`config.mk`:
```
export PLATFORM = sky130hd
export DESIGN_NAME = context_packet_deframer_top
export DESIGN_NICKNAME = d
export VERILOG_FILES = /design/src/hdl/cpd_pkg.sv /design/src/hdl/cpd_in_stage.sv /design/src/hdl/cpd_parser.sv /design/src/hdl/context_packet_deframer_top.sv
export SDC_FILE = /design/constraint.sdc
export NUM_CORES = 1
export LEC_CHECK = 0
export BUFFER_PORTS_ARGS = -buffer_cell sky130_fd_sc_hd__buf_2
export CORE_MARGIN = 4
export CORE_UTILIZATION = 55
export CTS_CLUSTER_DIAMETER = 100
export DETAILED_ROUTE_END_ITERATION = 16
export PLACE_DENSITY = 0.86
export SYNTH_ARGS = -nofsm -noshare
export SYNTH_HDL_FRONTEND = slang
export SYNTH_HIERARCHICAL = 1
export SYNTH_SLANG_ARGS = --single-unit
```
`constraint.sdc`:
```
create_clock -name clk -period 4.8 [get_ports clk]
set_input_delay 1.2 -clock clk [delete_from_list [all_inputs] [get_ports clk]]
set_output_delay 1.2 -clock clk [all_outputs]
set_load 0.005 [all_outputs]
```
`src/hdl/cpd_pkg.sv`:
```
// Shared constants, field codes and the result word type of the context packet deframer.
// No dependencies; every module of the deframer imports this package.
`default_nettype none

package cpd_pkg;

  // Layout limits
  localparam int unsigned DataBytes      = 140;
  localparam int unsigned MaxHeaderExtra = 16;
  localparam int unsigned MaxBricks      = 16;
  localparam int unsigned MaxDataExtra   = 16;

  localparam int unsigned IdBytes   = 16;
  localparam int unsigned AddrBytes = 4;
  localparam int unsigned PortBytes = 2;

  localparam int unsigned CODE_W = 5;
  localparam int unsigned IDX_W  = 8;
  localparam int unsigned BYTE_W = 8;
  localparam int unsigned OFS_W  = 11;

  // Field codes, which double as parser phase codes
  localparam logic [CODE_W-1:0] FC_SERVICE     = 5'd0;
  localparam logic [CODE_W-1:0] FC_VERSION     = 5'd1;
  localparam logic [CODE_W-1:0] FC_CHANNEL     = 5'd2;
  localparam logic [CODE_W-1:0] FC_HDR_EXT_LEN = 5'd3;
  localparam logic [CODE_W-1:0] FC_ID          = 5'd4;
  localparam logic [CODE_W-1:0] FC_ADDR        = 5'd5;
  localparam logic [CODE_W-1:0] FC_PORT        = 5'd6;
  localparam logic [CODE_W-1:0] FC_HDR_EXT     = 5'd7;
  localparam logic [CODE_W-1:0] FC_CTX_TYPE    = 5'd8;
  localparam logic [CODE_W-1:0] FC_FIRST_CTX   = 5'd9;
  localparam logic [CODE_W-1:0] FC_FIRST_MASK  = 5'd10;
  localparam logic [CODE_W-1:0] FC_BRICK_CNT   = 5'd11;
  localparam logic [CODE_W-1:0] FC_BRICK_CTX   = 5'd12;
  localparam logic [CODE_W-1:0] FC_BRICK_MASK  = 5'd13;
  localparam logic [CODE_W-1:0] FC_DATA_TYPE   = 5'd14;
  localparam logic [CODE_W-1:0] FC_DATA        = 5'd15;
  localparam logic [CODE_W-1:0] FC_DATA_EXT_LEN = 5'd16;
  localparam logic [CODE_W-1:0] FC_DATA_EXT    = 5'd17;

  typedef struct packed {
    logic              size_over_limit;
    logic              packet_end;
    logic [OFS_W-1:0]  byte_offset;
    logic [BYTE_W-1:0] byte_value;
    logic [IDX_W-1:0]  field_index;
    logic [CODE_W-1:0] field_code;
  } result_t;

endpackage

`default_nettype wire

```
`src/hdl/cpd_in_stage.sv`:
```
// Input register of the context packet deframer: holds one received word.
// Depends on cpd_pkg for the byte width.
`default_nettype none

module cpd_in_stage
  import cpd_pkg::*;
(
  input  wire logic              clk,
  input  wire logic              rst,
  input  wire logic              s_tvalid,
  output logic                   s_tready,
  input  wire logic [BYTE_W-1:0] s_tdata,
  output logic                   byte_valid,
  output logic [BYTE_W-1:0]      byte_data,
  input  wire logic              byte_take
);

  // accept whenever the held word is empty or leaves this cycle
  assign s_tready = !byte_valid || byte_take;

  always_ff @(posedge clk) begin
    if (rst) begin
      byte_valid <= 1'b0;
    end else if (s_tready) begin
      byte_valid <= s_tvalid;
    end
  end

  always_ff @(posedge clk) begin
    if (s_tready && s_tvalid) begin
      byte_data <= s_tdata;
    end
  end

endmodule

`default_nettype wire

```
`src/hdl/cpd_parser.sv`:
```
// Parse state and result register of the context packet deframer.
// Tags each held word with its field; depends on cpd_pkg.
`default_nettype none

module cpd_parser
  import cpd_pkg::*;
(
  input  wire logic              clk,
  input  wire logic              rst,
  input  wire logic              byte_valid,
  input  wire logic [BYTE_W-1:0] byte_data,
  output logic                   byte_take,
  output logic                   res_valid,
  output result_t                res,
  input  wire logic              res_ready
);

  logic [CODE_W-1:0] phase;
  logic [CODE_W-1:0] phase_next;
  logic [IDX_W-1:0]  cnt;
  logic [IDX_W-1:0]  cnt_next;
  logic [BYTE_W-1:0] hdr_ext_len;
  logic [BYTE_W-1:0] brick_total;
  logic [BYTE_W-1:0] data_ext_len;
  logic [OFS_W-1:0]  offset;

  logic [CODE_W-1:0] ph;
  logic [IDX_W:0]    cnt_inc;
  logic [IDX_W-1:0]  idx;
  logic              over;
  logic              done;

  assign byte_take = byte_valid && (!res_valid || res_ready);

  always_comb begin
    ph       = (phase > FC_DATA_EXT) ? FC_SERVICE : phase;
    cnt_inc  = {1'b0, cnt} + 9'd1;
    idx      = '0;
    over     = 1'b0;
    done     = 1'b0;
    cnt_next = '0;
    phase_next = ph;
    unique case (ph)
      FC_HDR_EXT_LEN: begin
        over       = byte_data > BYTE_W'(MaxHeaderExtra);
        phase_next = FC_ID;
      end
      FC_ID: begin
        idx = cnt;
        if (cnt_inc >= 9'(IdBytes)) begin
          phase_next = FC_ADDR;
        end else begin
          cnt_next = cnt_inc[IDX_W-1:0];
        end
      end
      FC_ADDR: begin
        idx = cnt;
        if (cnt_inc >= 9'(AddrBytes)) begin
          phase_next = FC_PORT;
        end else begin
          cnt_next = cnt_inc[IDX_W-1:0];
        end
      end
      FC_PORT: begin
        idx = cnt;
        if (cnt_inc >= 9'(PortBytes)) begin
          phase_next = (hdr_ext_len != '0) ? FC_HDR_EXT : FC_CTX_TYPE;
        end else begin
          cnt_next = cnt_inc[IDX_W-1:0];
        end
      end
      FC_HDR_EXT: begin
        idx = cnt;
        if (cnt_inc >= {1'b0, hdr_ext_len}) begin
          phase_next = FC_CTX_TYPE;
        end else begin
          cnt_next = cnt_inc[IDX_W-1:0];
        end
      end
      FC_BRICK_CNT: begin
        over       = byte_data > BYTE_W'(MaxBricks);
        phase_next = (byte_data != '0) ? FC_BRICK_CTX : FC_DATA_TYPE;
      end
      FC_BRICK_CTX: begin
        idx        = cnt;
        cnt_next   = cnt;
        phase_next = FC_BRICK_MASK;
      end
      FC_BRICK_MASK: begin
        idx = cnt;
        if (cnt_inc >= {1'b0, brick_total}) begin
          phase_next = FC_DATA_TYPE;
        end else begin
          phase_next = FC_BRICK_CTX;
          cnt_next   = cnt_inc[IDX_W-1:0];
        end
      end
      FC_DATA: begin
        idx = cnt;
        if (cnt_inc >= 9'(DataBytes)) begin
          phase_next = FC_DATA_EXT_LEN;
        end else begin
          cnt_next = cnt_inc[IDX_W-1:0];
        end
      end
      FC_DATA_EXT_LEN: begin
        over = byte_data > BYTE_W'(MaxDataExtra);
        if (byte_data == '0) begin
          done = 1'b1;
        end else begin
          phase_next = FC_DATA_EXT;
        end
      end
      FC_DATA_EXT: begin
        idx = cnt;
        if (cnt_inc >= {1'b0, data_ext_len}) begin
          done = 1'b1;
        end else begin
          cnt_next = cnt_inc[IDX_W-1:0];
        end
      end
      default: begin
        // single-word fields step to the next code
        phase_next = ph + 5'd1;
      end
    endcase
  end

  always_ff @(posedge clk) begin
    if (rst) begin
      phase        <= FC_SERVICE;
      cnt          <= '0;
      hdr_ext_len  <= '0;
      brick_total  <= '0;
      data_ext_len <= '0;
      offset       <= '0;
    end else if (byte_take) begin
      if (done) begin
        phase  <= FC_SERVICE;
        cnt    <= '0;
        offset <= '0;
      end else begin
        phase  <= phase_next;
        cnt    <= cnt_next;
        offset <= offset + 11'd1;
      end
      if (ph == FC_HDR_EXT_LEN) begin
        hdr_ext_len <= byte_data;
      end
      if (ph == FC_BRICK_CNT) begin
        brick_total <= byte_data;
      end
      if (ph == FC_DATA_EXT_LEN) begin
        data_ext_len <= byte_data;
      end
    end
  end

  always_ff @(posedge clk) begin
    if (rst) begin
      res_valid <= 1'b0;
    end else if (!res_valid || res_ready) begin
      res_valid <= byte_valid;
    end
  end

  always_ff @(posedge clk) begin
    if (byte_take) begin
      res.field_code      <= ph;
      res.field_index     <= idx;
      res.byte_value      <= byte_data;
      res.byte_offset     <= offset;
      res.packet_end      <= done;
      res.size_over_limit <= over;
    end
  end

  // end of packet only on a data-extra length or data-extra word
  assert property (@(posedge clk) disable iff (rst)
    res_valid && res.packet_end |->
      res.field_code == FC_DATA_EXT_LEN || res.field_code == FC_DATA_EXT)
    else $error("packet end on a field that cannot close a packet");

  // limit flag only on length words
  assert property (@(posedge clk) disable iff (rst)
    res_valid && res.size_over_limit |->
      res.field_code == FC_HDR_EXT_LEN || res.field_code == FC_BRICK_CNT ||
      res.field_code == FC_DATA_EXT_LEN)
    else $error("limit flag on a field that carries no length");

  // a closed packet restarts the parser
  assert property (@(posedge clk) disable iff (rst)
    byte_take && done |=> phase == FC_SERVICE && offset == '0 && cnt == '0)
    else $error("parser did not restart after packet end");

  // offset zero only at the service word
  assert property (@(posedge clk) disable iff (rst)
    res_valid && res.byte_offset == '0 |-> res.field_code == FC_SERVICE)
    else $error("packet start not tagged as service");

endmodule

`default_nettype wire

```
`src/hdl/context_packet_deframer_top.sv`:
```
// Top level of the context packet deframer: input register feeding the parser.
// Depends on cpd_pkg, cpd_in_stage and cpd_parser.
//
//  channel  dir  fields
//  s_*      in   tdata[7:0] data_byte
//  m_*      out  tdata field_code/field_index/byte_value/byte_offset, tlast packet_end,
//                tuser size_over_limit
//
// One word per cycle sustained while m_tready stays high; an accepted word reaches the result
// through the input register and then the result register.
// Synchronous active-high reset returns the parser to the service field at offset zero.
// A stall on m_tready backs up through both registers; s_tready drops only when both
// hold a word and m_tready is low.
`default_nettype none

module context_packet_deframer_top
  import cpd_pkg::*;
(
  input  wire logic        clk,
  input  wire logic        rst,
  input  wire logic        s_tvalid,
  output logic             s_tready,
  input  wire logic [7:0]  s_tdata,   // [7:0] data_byte
  output logic             m_tvalid,
  input  wire logic        m_tready,
  output logic [31:0]      m_tdata,   // [4:0] field_code, [12:5] field_index,
                                      // [20:13] byte_value, [31:21] byte_offset
  output logic             m_tlast,   // packet_end
  output logic             m_tuser    // size_over_limit
);

  logic              byte_valid;
  logic [BYTE_W-1:0] byte_data;
  logic              byte_take;
  result_t           res;

  cpd_in_stage u_in (
    .clk        (clk),
    .rst        (rst),
    .s_tvalid   (s_tvalid),
    .s_tready   (s_tready),
    .s_tdata    (s_tdata),
    .byte_valid (byte_valid),
    .byte_data  (byte_data),
    .byte_take  (byte_take)
  );

  cpd_parser u_parser (
    .clk        (clk),
    .rst        (rst),
    .byte_valid (byte_valid),
    .byte_data  (byte_data),
    .byte_take  (byte_take),
    .res_valid  (m_tvalid),
    .res        (res),
    .res_ready  (m_tready)
  );

  assign m_tdata = {res.byte_offset, res.byte_value, res.field_index, res.field_code};
  assign m_tlast = res.packet_end;
  assign m_tuser = res.size_over_limit;

endmodule

`default_nettype wire
```
==> results_tabular.tex, run 1 <==
\begin{tabular}{lr}
\hline
Metric & Value \\
\hline
\multicolumn{2}{l}{\textbf{Cells and area}} \\
Number of diodes added for antenna fixing & 0 \\
Fraction of layout cells with a size suffix above 1 & 16.3\% \\
Finished layout cell area & 5600 µm² \\
Fillers & 708 \\
Post-layout util & a little over three fifths \\
Number of nets in the layout & between 600 and 700 \\
Growth of design area from synthesis to finish & 9.35\% \\
\multicolumn{2}{l}{\textbf{Yosys}} \\
Synth top area share & 24.6\% \\
Part of the Yosys area used for sequential elements & 44.1\% \\
Synth Area per Inst & 9.62 µm² \\
Yosys top cell by area & sky130\_fd\_sc\_hd\_\_edfxtp\_1 \\
Proportion of register bits with asynchronous set or reset after synthesis & 0\% \\
Post-synthesis instance total & between 500 and 600 \\
Post-synthesis sequential element count & 92 \\
Area of the mapped netlist & approximately 5100 µm² \\
Top cells by area, synth & sky130\_fd\_sc\_hd\_\_edfxtp\_1 (25\%), sky130\_fd\_sc\_hd\_\_dfxtp\_1 (20\%), sky130\_fd\_sc\_hd\_\_ha\_1 (7.1\%) \\
Number of warnings issued by yosys & 6 \\
Number of flops mapped to enable cells by yosys & 42 \\
Most common flop cell mapped by yosys & sky130\_fd\_sc\_hd\_\_dfxtp\_1 \\
Synthesized Nets & 574 \\
Number of distinct library cells after synthesis & 79 \\
\multicolumn{2}{l}{\textbf{Worst setup path}} \\
Worst path slowest cell & sky130\_fd\_sc\_hd\_\_dfxtp\_1 \\
Cell repeated most along the worst path & sky130\_fd\_sc\_hd\_\_ha\_1 \\
CP Launch Point & u\_parser/cnt[0] \\
Worst setup SP type & register \\
Nature of the critical path endpoint & register \\
Worst r2r dst & u\_parser/cnt[7] \\
Kind of cell adding the most delay to the critical path & compound AO/OA/AOI/OAI gates \\
Launching point of the worst reg2reg path & u\_parser/cnt[0] \\
Worst Path Max Fanout & 13 \\
Maximum cell stage delay along the critical path & between 600 and 700 ps \\
Register-to-register setup slack & 1230 ps \\
WS Path Type & reg -> reg \\
Endpoint of the worst setup timing path & u\_parser/cnt[7] \\
Depth of the worst register-to-register path & 10 \\
Cell chain of the critical path & ha\_1 > nand3\_2 > xnor2\_1 > ha\_1 > o2111a\_1 > a211o\_1 > o221a\_4 > nor4\_4 > o31ai\_2 > o211ai\_1 \\
CP Depth & 10 \\
Worst path arrival time & 3870 ps \\
Critical path data required time & 5100 ps \\
Number of buffer and inverter instances along the worst setup path & 0 \\
\multicolumn{2}{l}{\textbf{Clock network}} \\
CTS hold repair buffers & 0 \\
Post-cts repair resize count & 0 \\
Setup fix buffers added after clock tree synthesis & 0 \\
CTS buffer count & 9 \\
Clock tree from TritonCTS & yes \\
Max Root-Sink Buffers & 2 \\
Number of sinks on the clock net & 92 \\
Clock tree root driver cell & sky130\_fd\_sc\_hd\_\_clkbuf\_8 \\
Clock-pin slew on the worst setup and hold paths & $\sim$100 ps \\
H-tree depth & 3 \\
Clk Latency, worst-skew pair & approximately 380 ps \\
\multicolumn{2}{l}{\textbf{Die}} \\
Die Area & around 11000 µm² \\
Standard cell core area & about 9000 µm² \\
Horiz. Die Dim & 105 µm \\
Boundary Pins & 48 \\
Die height & $\sim$100 µm \\
Starting density of the core & approximately 58\% \\
Row cnt & 34 \\
\multicolumn{2}{l}{\textbf{STA}} \\
Pins Over Slew Limit & 0 \\
Worst-margin pin slew & 835 ps \\
Min setup slack post-route & 1230 ps \\
Final number of setup-violating endpoints & 0 \\
Unrepaired setup endpoints after global routing & no \\
Post-route minimum period & 3570 ps \\
Maximum achievable frequency & between 200 and 300 MHz \\
Relative slew margins & 44.4\% \\
Final Hold Viols & 0 \\
Worst setup skew after layout & 11.9 ps \\
Post-route setup TNS & 0 ps \\
Post-route fraction of the period consumed by the critical path & 74.4\% \\
\multicolumn{2}{l}{\textbf{Power}} \\
Total power after layout & 1480 µW \\
Standby leakage power & about 0.0022 µW \\
Worst ir drop on vdd & 218 µV \\
Total power divided by cell area & 265 nW/µm² \\
\multicolumn{2}{l}{\textbf{Route}} \\
Total number of vias & between 4000 and 5000 \\
Routed met2 length & 5660 µm \\
Final wirelength & about 12000 µm \\
Met1 routed wirelength after detailed routing & 5220 µm \\
Met3 routed WL & $\sim$1100 µm \\
Violation count after the first detailed-route iteration & 371 \\
DRC errors left & 0 \\
Detailed-routing iteration count for the pre-antenna-repair pass & 5 \\
Vias per std cell & between 6 and 7 \\
Highest metal used & met4 \\
Routed wire length per instance & about 18 µm \\
Antenna-violating nets left & 0 \\
\multicolumn{2}{l}{\textbf{Placement}} \\
Worst slack at placement & 1310 ps \\
Final weighted congestion in routability-driven placement & 0.959 \\
DP HPWL & 8900 µm \\
Number of buffer cells added on primary ports & 47 \\
Placed cell areas & 5410 µm² \\
\multicolumn{2}{l}{\textbf{Global routing}} \\
Global-route wire length before repair & 20700 µm \\
Remaining Overflow, GRT & 0 \\
Number of global-route vias before repair & between 4000 and 5000 \\
Total routing resource utilization after global routing & 23.2\% \\
Number of antenna violations at the first check in global routing & 0 \\
Maximum number of pins on one net before global-route repair & 55 \\
\multicolumn{2}{l}{\textbf{Run status}} \\
Outcome & finished clean \\
\multicolumn{2}{l}{\textbf{Flow run}} \\
Reported max-cap violation count & 0 \\
\multicolumn{2}{l}{\textbf{Hold path}} \\
Class of the tightest hold or removal check & reg -> reg \\
\hline
\end{tabular}
-- worst min-delay path: cells and delay by family (launching register included) --
family | cells | cell delay (ps)
compound gates | 1 | 50
simple gates | 1 | 50
flops | 1 | 320
-- synth_stat cells, types with 3 or more instances --
| library cell | instances |
|---|---|
| sky130_fd_sc_hd__a211o_1 | 5 |
| sky130_fd_sc_hd__a211oi_1 | 8 |
| sky130_fd_sc_hd__a21o_1 | 5 |
| sky130_fd_sc_hd__a21oi_1 | 30 |
| sky130_fd_sc_hd__a31oi_1 | 6 |
| sky130_fd_sc_hd__and2_1 | 12 |
| sky130_fd_sc_hd__and3_1 | 6 |
| sky130_fd_sc_hd__and4_1 | 3 |
| sky130_fd_sc_hd__buf_2 | 5 |
| sky130_fd_sc_hd__buf_4 | 3 |
| sky130_fd_sc_hd__clkbuf_1 | 13 |
| sky130_fd_sc_hd__dfxtp_1 | 50 |
| sky130_fd_sc_hd__edfxtp_1 | 42 |
| sky130_fd_sc_hd__ha_1 | 29 |
| sky130_fd_sc_hd__inv_1 | 34 |
| sky130_fd_sc_hd__mux2i_1 | 11 |
| sky130_fd_sc_hd__nand2_1 | 55 |
| sky130_fd_sc_hd__nand2b_1 | 9 |
| sky130_fd_sc_hd__nand3_1 | 19 |
| sky130_fd_sc_hd__nand4_1 | 11 |
| sky130_fd_sc_hd__nor2_1 | 41 |
| sky130_fd_sc_hd__nor2b_1 | 3 |
| sky130_fd_sc_hd__nor3_1 | 9 |
| sky130_fd_sc_hd__nor4_1 | 5 |
| sky130_fd_sc_hd__o211ai_1 | 6 |
| sky130_fd_sc_hd__o21ai_0 | 22 |
| sky130_fd_sc_hd__o21ai_1 | 4 |
| sky130_fd_sc_hd__o311ai_0 | 5 |
| sky130_fd_sc_hd__o31ai_1 | 4 |
| sky130_fd_sc_hd__or3_1 | 3 |
| sky130_fd_sc_hd__xnor2_1 | 5 |
| sky130_fd_sc_hd__xor2_1 | 10 |
-- layout by cell type, fill, tap and decap left out, drive strengths merged, types with 6 or more instances in the layout --
| master | netlist | layout |
|---|---|---|
| o21ai | 27 | 27 |
| edfxtp | 42 | 42 |
| nor3 | 9 | 9 |
| nand2 | 55 | 55 |
| dfxtp | 50 | 50 |
| nor4 | 6 | 6 |
| a21oi | 31 | 31 |
| nor2 | 42 | 42 |
| ha | 29 | 29 |
| and3 | 7 | 7 |
| nand2b | 10 | 10 |
| a31oi | 7 | 7 |
| buf | 9 | 50 |
| inv | 34 | 37 |
| clkbuf | 14 | 9 |
| and2 | 13 | 13 |
| nand3 | 21 | 21 |
| mux2i | 11 | 11 |
| o211ai | 7 | 7 |
| nand4 | 12 | 12 |
| xor2 | 10 | 10 |
| a211oi | 9 | 9 |
-- flip-flops by register name, summed over array words and instances, names as in the netlist --
signal	flops
u_parser/phase	5
u_parser/hdr_ext_len	8
u_parser/offset	11
u_parser/brick_total	8
u_parser/cnt	8
u_in/byte_valid	1
u_parser/data_ext_len	8
u_in/byte_data	8
u_parser/res_valid	1
u_parser/res	34
-- per-stage QoR --
step                std cells  hold slack (ps)
finish                    684              467
global route              684              488
CTS                       684              462
detailed placement        668              448
global placement          668              441
floorplan                 533              428
-- cells by family (layout without fill, tap and decap cells) --
logic type      after synthesis  in the layout  synth area share [%]
simple gates                195            195                  19.8
compound gates              131            131                  19.2
flops                        92             92                  44.1
buf+inv                      59            102                  4.86
fa+ha+maj                    29             29                  7.08
xor+xnor                     15             15                  2.56
mux                          12             12                  2.37
-- layer usage --
layer,track usage (%),vias to the layer above
li1,-,2037
met1,31.2,2035
met2,35.1,216
met3,5.61,46
met4,11.4,0
met5,0,-
-- where the power goes --
part | leakage (µW) | switching (µW) | internal, µW
clock | 0.0000981 | 321 | 205
combinational | 0.00126 | 62.1 | 33.8
sequential | 0.000801 | 15.7 | 845
total | 0.00216 | 398 | 1080
-- area by class of cell --
cell class / count / area, µm² / area share (%)
multi-input cells: 382 / 2610 / 46.6
flip-flops and latches: 92 / 2260 / 40.4
repair buffers: 50 / 258 / 4.60
inverters: 36 / 136 / 2.43
well taps: 108 / 135 / 2.41
clock buffers: 9 / 124 / 2.21
clock inverters: 7 / 75.1 / 1.34
-- worst min-delay path by stage --
stage,startpoint,endpoint,slack (ps),cells past startpoint
after floorplan,u_parser/offset[10],u_parser/res[31],430,0
after global placement,u_parser/offset[10],u_parser/res[31],440,0
after detailed placement,u_parser/brick_total[1],u_parser/brick_total[1],450,2
after CTS,u_parser/brick_total[1],u_parser/brick_total[1],460,2
after global routing,u_parser/brick_total[7],u_parser/brick_total[7],490,2
final,u_parser/brick_total[1],u_parser/brick_total[1],470,2
Note: power is estimated with default switching activity, not from simulation.
==> run 2, diff against run 1 <==
--- a/config.mk
+++ b/config.mk
@@ -5,6 +5,7 @@
 export SDC_FILE = /design/constraint.sdc
 export NUM_CORES = 1
 export LEC_CHECK = 0
+export ABC_AREA = 1
 export BUFFER_PORTS_ARGS = -buffer_cell sky130_fd_sc_hd__buf_2
 export CORE_MARGIN = 4
 export CORE_UTILIZATION = 55
==> constraint.sdc (replaced) <==
create_clock -name clk -period 3.75 [get_ports clk]
set_input_delay 0.9375 -clock clk [delete_from_list [all_inputs] [get_ports clk]]
set_output_delay 0.9375 -clock clk [all_outputs]
set_load 0.005 [all_outputs]
==> results_tabular.tex, run 2 <==
\begin{tabular}{lr}
\hline
Metric & Value \\
\hline
\multicolumn{2}{l}{\textbf{Run status}} \\
Outcome & finished clean \\
\multicolumn{2}{l}{\textbf{Worst setup path}} \\
Nature of the critical path endpoint & register \\
Maximum cell stage delay along the critical path & 690 ps (+70 ps) \\
WS Path Type & reg -> reg \\
Worst Path Max Fanout & 8 (-5) \\
Cell repeated most along the worst path & sky130\_fd\_sc\_hd\_\_nand2\_1 \\
Worst path arrival time & 3070 ps (-800 ps) \\
CP Launch Point & u\_parser/phase[2] \\
Critical path data required time & 3840 ps (-1260 ps) \\
Worst setup SP type & register \\
Worst path slowest cell & sky130\_fd\_sc\_hd\_\_nor4\_2 \\
Cell chain of the critical path & inv\_2 > nand2\_1 > nand2\_1 > nand2\_1 > inv\_1 > ha\_1 > inv\_1 > nor2\_1 > ha\_1 > inv\_1 > nand2\_1 > nor4\_2 > nor2\_1 \\
Launching point of the worst reg2reg path & u\_parser/phase[2] \\
Number of buffer and inverter instances along the worst setup path & 4 (+4) \\
Kind of cell adding the most delay to the critical path & simple AND/OR/NAND/NOR gates \\
\multicolumn{2}{l}{\textbf{Yosys}} \\
Part of the Yosys area used for sequential elements & 46.2\% (+2.0 points) \\
Post-synthesis instance total & 612 (+15\%) \\
Synth top area share & 25.7\% (+1.1 points) \\
Top post-synthesis cells by count & sky130\_fd\_sc\_hd\_\_nand2\_1 (113), sky130\_fd\_sc\_hd\_\_inv\_1 (92), sky130\_fd\_sc\_hd\_\_nor2\_1 (78) \\
Post-synthesis sequential element count & 92 (unchanged) \\
Most common flop cell mapped by yosys & sky130\_fd\_sc\_hd\_\_dfxtp\_1 \\
Area of the mapped netlist & 4900 µm² (-4.4\%) \\
Number of warnings issued by yosys & 6 (unchanged) \\
Yosys top cell by area & sky130\_fd\_sc\_hd\_\_edfxtp\_1 \\
Most common cell in the netlist & sky130\_fd\_sc\_hd\_\_nand2\_1 \\
Synthesized Nets & 653 (+14\%) \\
Number of distinct library cells after synthesis & 39 (-51\%) \\
Number of flops mapped to enable cells by yosys & 42 (unchanged) \\
Proportion of register bits with asynchronous set or reset after synthesis & 0\% (unchanged) \\
Top cells by area, synth & sky130\_fd\_sc\_hd\_\_edfxtp\_1 (26\%), sky130\_fd\_sc\_hd\_\_dfxtp\_1 (20\%), sky130\_fd\_sc\_hd\_\_nand2\_1 (8.7\%) \\
Synth Area per Inst & 8.00 µm² (-17\%) \\
\multicolumn{2}{l}{\textbf{Flow run}} \\
Reported max-cap violation count & 0 (unchanged) \\
\multicolumn{2}{l}{\textbf{Die}} \\
Boundary Pins & 48 (unchanged) \\
Horiz. Die Dim & 102 µm (-2.1\%) \\
Die Area & 10500 µm² (-4.1\%) \\
Die height & 102 µm (-2.1\%) \\
Standard cell core area & 8680 µm² (-2.4\%) \\
Starting density of the core & 56.4\% (-1.2 points) \\
Row cnt & 34 (unchanged) \\
\multicolumn{2}{l}{\textbf{Cells and area}} \\
Most flop-heavy register & u\_parser/res \\
Fillers & 770 (+8.8\%) \\
Finished layout cell area & 5430 µm² (-3.1\%) \\
Flip-flop count of the largest register after layout & 34 (unchanged) \\
Most frequent standard cell in the layout excluding fill and tap cells & sky130\_fd\_sc\_hd\_\_nand2\_1 \\
Fraction of layout cells with a size suffix above 1 & 17.1\% (+0.75 points) \\
Number of nets in the layout & 704 (+15\%) \\
Top Registers & u\_parser/res x34, u\_parser/offset x11 \\
Number of diodes added for antenna fixing & 0 (unchanged) \\
Multi-input logic area & 2200 µm² (-16\%) \\
Growth of design area from synthesis to finish & 10.8\% \\
Post-layout util & 62.6\% (-0.47 points) \\
Highest-count cells in the layout ignoring fill and taps & sky130\_fd\_sc\_hd\_\_nand2\_1 (113), sky130\_fd\_sc\_hd\_\_inv\_1 (91), sky130\_fd\_sc\_hd\_\_nor2\_1 (78), sky130\_fd\_sc\_hd\_\_dfxtp\_1 (50), sky130\_fd\_sc\_hd\_\_buf\_2 (47) \\
Register Area & 2260 µm² (unchanged) \\
\multicolumn{2}{l}{\textbf{Global routing}} \\
Total routing resource utilization after global routing & 23.2\% (+0.028 points) \\
Number of antenna violations at the first check in global routing & 0 (unchanged) \\
Maximum number of pins on one net before global-route repair & 35 (-36\%) \\
Number of global-route vias before repair & 4110 (+0.27\%) \\
Remaining Overflow, GRT & 0 (unchanged) \\
Global-route wire length before repair & 19100 µm (-7.7\%) \\
\multicolumn{2}{l}{\textbf{STA}} \\
Post-route setup TNS & 0 ps (unchanged) \\
Hold Slack & 461 ps (-5.54 ps) \\
Maximum achievable frequency & 336 MHz (+20\%) \\
Worst-margin pin slew & 866 ps (+31.4 ps) \\
Worst setup skew after layout & 10.7 ps (-1.22 ps) \\
Final number of setup-violating endpoints & 0 (unchanged) \\
Post-route fraction of the period consumed by the critical path & 79.3\% (+4.9 points) \\
Relative slew margins & 42.2\% (-2.2 points) \\
Unrepaired setup endpoints after global routing & no \\
Pins Over Slew Limit & 0 (unchanged) \\
Final Hold Viols & 0 (unchanged) \\
Post-route minimum period & 2970 ps (-596 ps) \\
\multicolumn{2}{l}{\textbf{Clock network}} \\
Clock tree from TritonCTS & yes \\
Setup fix buffers added after clock tree synthesis & 0 (unchanged) \\
H-tree depth & 3 (unchanged) \\
CTS hold repair buffers & 0 (unchanged) \\
Post-cts repair resize count & 0 (unchanged) \\
CTS buffer count & 9 (unchanged) \\
Clock tree root driver cell & sky130\_fd\_sc\_hd\_\_clkbuf\_8 \\
Clk Latency, worst-skew pair & 370 ps (about the same) \\
Clock-pin slew on the worst setup and hold paths & 100 ps (about the same) \\
Max Root-Sink Buffers & 2 (unchanged) \\
Number of sinks on the clock net & 92 (unchanged) \\
\multicolumn{2}{l}{\textbf{Route}} \\
Final wirelength & 11500 µm (-7.6\%) \\
Violation count after the first detailed-route iteration & 302 (-19\%) \\
Antenna-violating nets left & 0 (unchanged) \\
Total number of vias & 4281 (-1.2\%) \\
Routed wire length per instance & 14.8 µm (-19\%) \\
DRC errors left & 0 (unchanged) \\
Detailed-routing iteration count for the pre-antenna-repair pass & 4 (-1) \\
Vias per std cell & 5.52 (-13\%) \\
\multicolumn{2}{l}{\textbf{Power}} \\
Total power divided by cell area & 383 nW/µm² (+45\%) \\
Standby leakage power & 0.00249 µW (+15\%) \\
Total power after layout & 2080 µW (+40\%) \\
Worst ir drop on vdd & 266 µV (+22\%) \\
\multicolumn{2}{l}{\textbf{Placement}} \\
Number of buffer cells added on primary ports & 47 (unchanged) \\
Final weighted congestion in routability-driven placement & 1.01 (+5.2\%) \\
DP HPWL & 8590 µm (-3.5\%) \\
Placed cell areas & 5240 µm² (-3.1\%) \\
\multicolumn{2}{l}{\textbf{Hold path}} \\
Class of the tightest hold or removal check & reg -> reg \\
Worst hold path startpoint & u\_in/byte\_data[4] \\
\hline
\end{tabular}
[run 2: where the power goes]
group	switching (µW)	internal, µW	total [µW]
Sequential	30.7	1090	1120
Clock	391	257	648
Combinational	205	99.7	304
[run 2: cells by family after synthesis]
family          synth area share (%)
buf+inv                         8.94
simple gates                    26.7
xor+xnor                        1.07
compound gates                  9.73
fa+ha+maj                       7.41
flops                           46.2
[run 2: final timing paths]
check                     end  slack, ps  depth (start not counted)
min          u_parser/res[17]        460                          0
max reg2reg  u_parser/res[12]        780                         13
min reg2reg  u_parser/res[17]        460                          0
max          u_parser/res[12]        780                         13
[run 2: cell type report]
cell class                      count  area share [%]
Clock buffer                        9            2.28
Tap cell                          108            2.49
Multi-Input combinational cell    408            40.5
Sequential cell                    92            41.7
Clock inverter                      7            1.29
Inverter                          103            7.17
Timing Repair Buffer               49            4.61
[run 2: per-stage QoR]
stage,setup WS (ps),std cells
after floorplan,1110,612
after global placement,957,760
after detailed placement,831,760
after CTS,804,776
after global routing,543,776
final,775,776
[run 2: worst reg2reg max path, cell delays in order, from the launching register on]
cell and delay (ps):
sky130_fd_sc_hd__dfxtp_1 450, sky130_fd_sc_hd__inv_2 80, sky130_fd_sc_hd__nand2_1 130, sky130_fd_sc_hd__nand2_1 80, sky130_fd_sc_hd__nand2_1 150, sky130_fd_sc_hd__inv_1 150
sky130_fd_sc_hd__ha_1 250, sky130_fd_sc_hd__inv_1 130, sky130_fd_sc_hd__nor2_1 90, sky130_fd_sc_hd__ha_1 230, sky130_fd_sc_hd__inv_1 90, sky130_fd_sc_hd__nand2_1 80
sky130_fd_sc_hd__nor4_2 690, sky130_fd_sc_hd__nor2_1 110
[run 2: per-layer routing]
metal	GRT usage, %	up-vias	share of wire, %
met3	4.23	37	6.6
met5	0	-	0
met1	28.8	1983	41
li1	-	2094	-
met4	10.3	0	2.8
met2	39.5	167	50
